$ cat src/sv/gtp_pkg.sv
// gtp_pkg: shared types and constants for the gelu tanh pade core
// word structs, pipeline widths and fixed-point coefficients
// no dependencies
package gtp_pkg;

    typedef struct packed {
        logic signed [15:0] sample;
        logic               last_in;
    } in_word_t;

    typedef struct packed {
        logic signed [15:0] activation;
        logic               last_out;
    } out_word_t;

    typedef struct packed {
        logic               neg;
        logic signed [15:0] sample;
        logic               last;
    } div_side_t;

    localparam int NUM_W = 58;
    localparam int DEN_W = 41;
    localparam int QUO_W = 18;

    localparam logic signed [12:0] GELU_CUBE_COEF = 13'sd2930;
    localparam logic signed [16:0] GELU_SCALE     = 17'sd52290;
    localparam logic [16:0]        ONE_Q16        = 17'd65536;

    localparam logic [24:0] P1_K = 25'(378 * 65536);
    localparam logic [31:0] P2_K = 32'(17325 * 65536);
    localparam logic [37:0] P3_K = 38'(64'd135135 * 64'd65536);
    localparam logic [28:0] Q1_K = 29'(3150 * 65536);
    localparam logic [34:0] Q2_K = 35'(64'd62370 * 64'd65536);
    localparam logic [40:0] Q3_K = 41'(64'd135135 * 64'd65536);

endpackage

$ cat src/sv/gtp_div.sv
// gtp_div: pipelined restoring divider, one quotient bit per stage
// carries a side word alongside each quotient
// depends on gtp_pkg
module gtp_div import gtp_pkg::*; (
    input  logic             aclk,
    input  logic             aresetn,
    input  logic             in_valid,
    output logic             in_ready,
    input  logic [NUM_W-1:0] in_num,
    input  logic [DEN_W-1:0] in_den,
    input  div_side_t        in_side,
    output logic             out_valid,
    input  logic             out_ready,
    output logic [QUO_W-1:0] out_quot,
    output div_side_t        out_side
);

    logic [QUO_W-1:0] v_reg;
    logic [QUO_W-1:0] en;
    logic [DEN_W-1:0] rem_reg  [QUO_W];
    logic [QUO_W-1:0] lo_reg   [QUO_W];
    logic [QUO_W-1:0] quot_reg [QUO_W];
    logic [DEN_W-1:0] den_reg  [QUO_W];
    div_side_t        side_reg [QUO_W];

    assign in_ready  = en[0];
    assign out_valid = v_reg[QUO_W-1];
    assign out_quot  = quot_reg[QUO_W-1];
    assign out_side  = side_reg[QUO_W-1];

    for (genvar j = 0; j < QUO_W; j++) begin : g_step
        logic             v_in;
        logic [DEN_W-1:0] rem_in;
        logic [QUO_W-1:0] lo_in;
        logic [QUO_W-1:0] quot_in;
        logic [DEN_W-1:0] den_in;
        div_side_t        side_in;
        logic [DEN_W:0]   trial;
        logic             ge;
        logic [DEN_W-1:0] rem_next;

        if (j == 0) begin : g_first
            assign v_in    = in_valid;
            assign rem_in  = DEN_W'(in_num[NUM_W-1:QUO_W]);
            assign lo_in   = in_num[QUO_W-1:0];
            assign quot_in = '0;
            assign den_in  = in_den;
            assign side_in = in_side;
        end else begin : g_rest
            assign v_in    = v_reg[j-1];
            assign rem_in  = rem_reg[j-1];
            assign lo_in   = lo_reg[j-1];
            assign quot_in = quot_reg[j-1];
            assign den_in  = den_reg[j-1];
            assign side_in = side_reg[j-1];
        end

        if (j == QUO_W-1) begin : g_en_last
            assign en[j] = !v_reg[j] || out_ready;
        end else begin : g_en
            assign en[j] = !v_reg[j] || en[j+1];
        end

        assign trial    = {rem_in, lo_in[QUO_W-1]};
        assign ge       = trial >= {1'b0, den_in};
        assign rem_next = ge ? DEN_W'(trial - {1'b0, den_in}) : trial[DEN_W-1:0];

        always_ff @(posedge aclk) begin
            if (!aresetn) begin
                v_reg[j] <= 1'b0;
            end else if (en[j]) begin
                v_reg[j] <= v_in;
            end
        end

        always_ff @(posedge aclk) begin
            if (en[j]) begin
                rem_reg[j]  <= rem_next;
                lo_reg[j]   <= {lo_in[QUO_W-2:0], 1'b0};
                quot_reg[j] <= {quot_in[QUO_W-2:0], ge};
                den_reg[j]  <= den_in;
                side_reg[j] <= side_in;
            end
        end
    end

endmodule
$ cat config.mk
export PLATFORM = sky130hd
export DESIGN_NAME = gtp_div
export DESIGN_NICKNAME = d
export VERILOG_FILES = /design/src/sv/gtp_pkg.sv /design/src/sv/gtp_div.sv
export SDC_FILE = /design/constraint.sdc
export NUM_CORES = 2
export LEC_CHECK = 0
export BUFFER_PORTS_ARGS = -buffer_cell sky130_fd_sc_hd__buf_2
export CORE_MARGIN = 10
export CORE_UTILIZATION = 49
export CTS_CLUSTER_SIZE = 40
export DETAILED_ROUTE_END_ITERATION = 8
export PLACE_DENSITY_LB_ADDON = 0.3
export SLEW_MARGIN = 25
export SYNTH_ARGS = -nofsm -noshare
export SYNTH_HDL_FRONTEND = slang
export SYNTH_SLANG_ARGS = --single-unit
$ cat constraint.sdc
create_clock -name aclk -period 8.9 [get_ports aclk]
set_input_delay 1.78 -clock aclk [delete_from_list [all_inputs] [get_ports aclk]]
set_output_delay 1.78 -clock aclk [all_outputs]
set_load 0.02 [all_outputs]
Yosys cells after proc, flatten, opt, wreduce, memory -nomap -nowiden
Memories as Yosys holds them, arrays and structs flattened. Cells that the tools add are included. Widths: inputs -> output; s select.

Register bits after elaboration: 18. RAM bits: 2430. Input port bits: 121. Logic and storage cells: 149. Memories: 5.

Add/sub/neg operators: 18. Order comparisons: 18. Mux-type cells: 54. Reduce and logical (&&, ||, !) cells: 36.

Memories: den_reg (words 18, bits a word 41, read ports 17, clocked after Yosys merged registers in 0, wr ports 18, line gtp_div.sv:23) `logic [DEN_W-1:0] den_reg [QUO_W];`; rem_reg (words 18, bits a word 41, read ports 17, clocked after Yosys merged registers in 0, wr ports 18, line gtp_div.sv:20) `logic [DEN_W-1:0] rem_reg [QUO_W];`; quot_reg (words 18, bits a word 18, read ports 18, clocked after Yosys merged registers in 0, wr ports 18, line gtp_div.sv:22) `logic [QUO_W-1:0] quot_reg [QUO_W];`; side_reg (words 18, bits a word 18, read ports 18, clocked after Yosys merged registers in 0, wr ports 18, line gtp_div.sv:24) `div_side_t side_reg [QUO_W];`; lo_reg (words 18, bits a word 17, read ports 17, clocked after Yosys merged registers in 0, wr ports 18, line gtp_div.sv:21) `logic [QUO_W-1:0] lo_reg [QUO_W];`.

Operator list (count): $mux 41 (18); $sub 41x41->41 (18); $ge 42x41->1 (17); $ge 41x41->1 (1); $mux 1 (36); $logic_not 1->1 (18); $logic_or 1x1->1 (18).

Longest topological paths before layout
Depth in word-level cells: 21. Mapped depth: 17.

Least setup slack after synthesis
No wires, ideal clock.

Path kind: in2out. Start: input port out_ready. End: output port in_ready. Arrival time: 6.876 ns. Data required time: 7.120 ns. Slack: 0.244 ns. Cell stages on the path: 11. Path through: nor2b_1 inv_1 nor2_1 and2_1 and3_1 and3_1 and3_1 and2_1 and3_1 and3_1 nand2_1.

Longest elaborated chain between the ends: 18.

Ends and longest elaborated chain: from (decl) (line gtp_div.sv:13) `input logic out_ready,`; $logic_or 1x1->1 (line gtp_div.sv:59) `assign en[j] = !v_reg[j] || out_ready;`; via en[17] (line gtp_div.sv:19) `logic [QUO_W-1:0] en;`; $logic_or 1x1->1 (17 in a row) (line gtp_div.sv:61) `assign en[j] = !v_reg[j] || en[j+1];`; to (decl) (line gtp_div.sv:8) `output logic in_ready,`.

The timed path passes the listed nets, and every way through them passes these cells.

Final worst setup path
Same ends and word-level chain as after synthesis.

==> results.json <==
{
  "numCtsBuffers": 219,
  "dieWidth_um": 491.0,
  "drt-pass1-iter-count": 7,
  "start_util": 0.4937,
  "worstSetupPathType": "input pin to output pin",
  "insertion_delay_ns": 0.88,
  "synthToLayoutAreaGrowth_pct": 10.37,
  "fin_nets": 10487,
  "clock_path_buffers": 3,
  "clkTransAtPathRegs_ns": 0.06,
  "slew_headroom": 0.1614,
  "drive_above_1_share": 0.07983,
  "hpwlAfterDp_um": 198900,
  "combPwrFrac": 0.434,
  "via_count": 70504,
  "period_minus_slack_ns": 7.414,
  "holdWs_ns": 0.4058,
  "dp_slack_ns": 1.408,
  "dieArea_sq_um": 241100,
  "hp-class": "flip-flop to flip-flop",
  "setup_tns_ns": 0,
  "io_pins": 159,
  "drt_iter0_drc": 3792,
  "routed_wl_um": 252700,
  "synthDistinctLibCells": 107,
  "cts_root_buf": "clkbuf_16",
  "ys_warn_count": 0,
  "powerDensity_nw_per_um2": 360.9,
  "synth_fp_nets": 10295,
  "intPower_mw": 27.10,
  "outcome": "completed",
  "sequentialPowerShare": 0.357,
  "syn_avg_cell_area_sq_um": 11.54,
  "slew_viol_final": 0,
  "portBuffers": 158,
  "grt_max_degree": 108,
  "ir_worst_vdd_mv": 0.2145,
  "syn_area_sq_um": 108700,
  "grt_pass1_wl_um": 394700,
  "async_flop_share": 0,
  "finalHoldViolations": 0,
  "h-tree-depth": 4,
  "synthCells": 9419,
  "end_kind": "output pin",
  "hold_buffers": 0,
  "setup-violations-final": 0,
  "worstMarginPinSlew_ns": 1.254,
  "grt_antenna_before_repair": 19,
  "rsz0062_at_grt": "false",
  "synth_area_leaders": "edfxtp_1, ha_1, a21oi_1",
  "required_ns": 7.12,
  "power.switching_mw": 16.20,
  "grt_usage": 0.2050,
  "clock.fmax_mhz": 134.9,
  "cp.arrival_ns": 5.63,
  "fillers": 18380,
  "grt_pass1_vias": 72537,
  "fp.dieH_um": 491.0,
  "synth_area_leader_cell": "edfxtp_1",
  "synth-seq-cells": 2060,
  "swShare": 0.3741,
  "ant_nets": 0,
  "synth_edf_count": 2042,
  "cts_resized": 0,
  "cts_setup_buffers": 0,
  "globalRouteOverflowTotal": 0,
  "fin_crit_sh": 0.8330,
  "worst_slack_ns": 1.486,
  "cts_num_sinks": 2060,
  "ys_dominant_reg_cell": "edfxtp_1",
  "rows": 172,
  "startpoint_type": "input pin",
  "place.gp.congestion": 1.003,
  "fin_skew_ns": 0.05009,
  "cts_tree": "built",
  "synth_top_cell_area_share": 0.5641,
  "p_clk_frac": 0.209,
  "fp.coreArea_sq_um": 220200,
  "cp_max_fo": 5,
  "detail_route.wl_per_cell_um": 19.80,
  "cap_violations": 0,
  "drc_errors": 0,
  "power.leakage_nw": 50.08,
  "ys_seq_area_frac": 0.5674,
  "vias_per_cell": 5.525
}
power by group through the flow:
stage	Clock, mW	Sequential (mW)	Combinational (mW)
2_1_floorplan	0	15.1	14.4
3_3_place_gp	0	15.6	18.2
3_5_place_dp	0	15.6	18.6
4_1_cts	9.30	15.5	18.7
5_1_grt	9.73	15.7	20.9
6_report	9.06	15.5	18.8
routing by layer:
layer,up-vias,track usage,wire [um],part of all wire
met5,-,0,43,0.00017
met4,6,0.1200,16460,0.065
met3,670,0.02633,7736,0.031
met2,1568,0.4006,136500,0.54
met1,33321,0.2051,91920,0.36
li1,34939,-,-,-
synth_stat cells (43+ instances only):
cell	instances
a211oi_1	70
a21o_1	389
a21oi_1	719
a31oi_1	68
and3_1	59
buf_2	43
clkbuf_1	163
edfxtp_1	2042
ha_1	738
inv_1	916
nand2_1	794
nand2b_1	110
nand3_1	137
nand4_1	121
nor2_1	469
nor2b_1	110
nor3_1	108
o21a_1	92
o21ai_0	649
o21ai_1	96
o21bai_1	92
o31ai_1	61
xnor2_1	314
xor2_1	282
cell usage in the layout (no fill, tap or decap), types with 43 or more instances in the layout:
cell type / instances
ha_1: 738
buf_4: 55
nand2b_1: 110
clkbuf_16: 220
a31oi_1: 68
and3_1: 59
a211oi_1: 70
a21o_1: 388
nor2b_1: 110
nor2_1: 469
a21oi_1: 717
nand2_1: 786
xor2_1: 282
o21ai_0: 648
inv_1: 906
o21bai_1: 92
clkinv_1: 43
nand3_1: 137
nor3_1: 108
edfxtp_1: 2042
buf_2: 158
o31ai_1: 61
o21a_1: 92
nand4_1: 121
xnor2_1: 314
o21ai_1: 96
per-stage QoR:
step | total power, mW | instance area (sq um) | utilization | cells
global route | 46.32 | 120000 | 0.5449 | 12758
CTS | 43.43 | 120000 | 0.5449 | 12754
global placement | 33.84 | 112700 | 0.5120 | 12348
floorplan | 29.54 | 108700 | - | 9419
finish | 43.30 | 120000 | 0.5449 | 12760
detailed placement | 34.21 | 112700 | 0.5121 | 12348
kinds of logic after synthesis:
family                     synth area share
AOI/OAI and AO/OA                    0.1517
muxes                              0.009266
and+or+nand+nor                     0.09300
xor gates and xnor gates            0.04802
buffers and inverters               0.04245
adders and majority gates           0.08808
DFF                                  0.5674
final timing paths:
check / from / end / slack, ns / depth (start not counted)
hold reg to reg: side_reg[8][6]$_DFFE_PP_ / side_reg[9][6]$_DFFE_PP_ / 0.41 / 0
hold / removal: side_reg[8][6]$_DFFE_PP_ / side_reg[9][6]$_DFFE_PP_ / 0.41 / 0
setup reg to reg: out_valid$_SDFFE_PN0P_ / den_reg[0][6]$_DFFE_PP_ / 3.60 / 14
setup / recovery: out_ready / in_ready / 1.49 / 13
area by class of cell:
cell class                 count  area, sq um  share of cell area
clock inverter               143         1520             0.01267
clock buffer                 263         5697             0.04749
antenna                        6        15.01           0.0001252
tap                         2958         3701             0.03085
timing repair buffer         216         1264             0.01053
sequential                  2060        61680              0.5141
inverter                     924         3491             0.02910
multi-input combinational   6190        42600              0.3551
worst max-delay path: stages:
cell and delay (ns):
buf_2 0.10, nor2b_1 0.38, inv_2 0.10, nor2_1 0.28
and2_1 0.34, and3_1 0.39, and3_1 0.38, and3_1 0.30
and2_1 0.34, and3_1 0.40, and3_1 0.44, nand2_4 0.18
buf_2 0.21
Power figures use the tool's default switching activity.
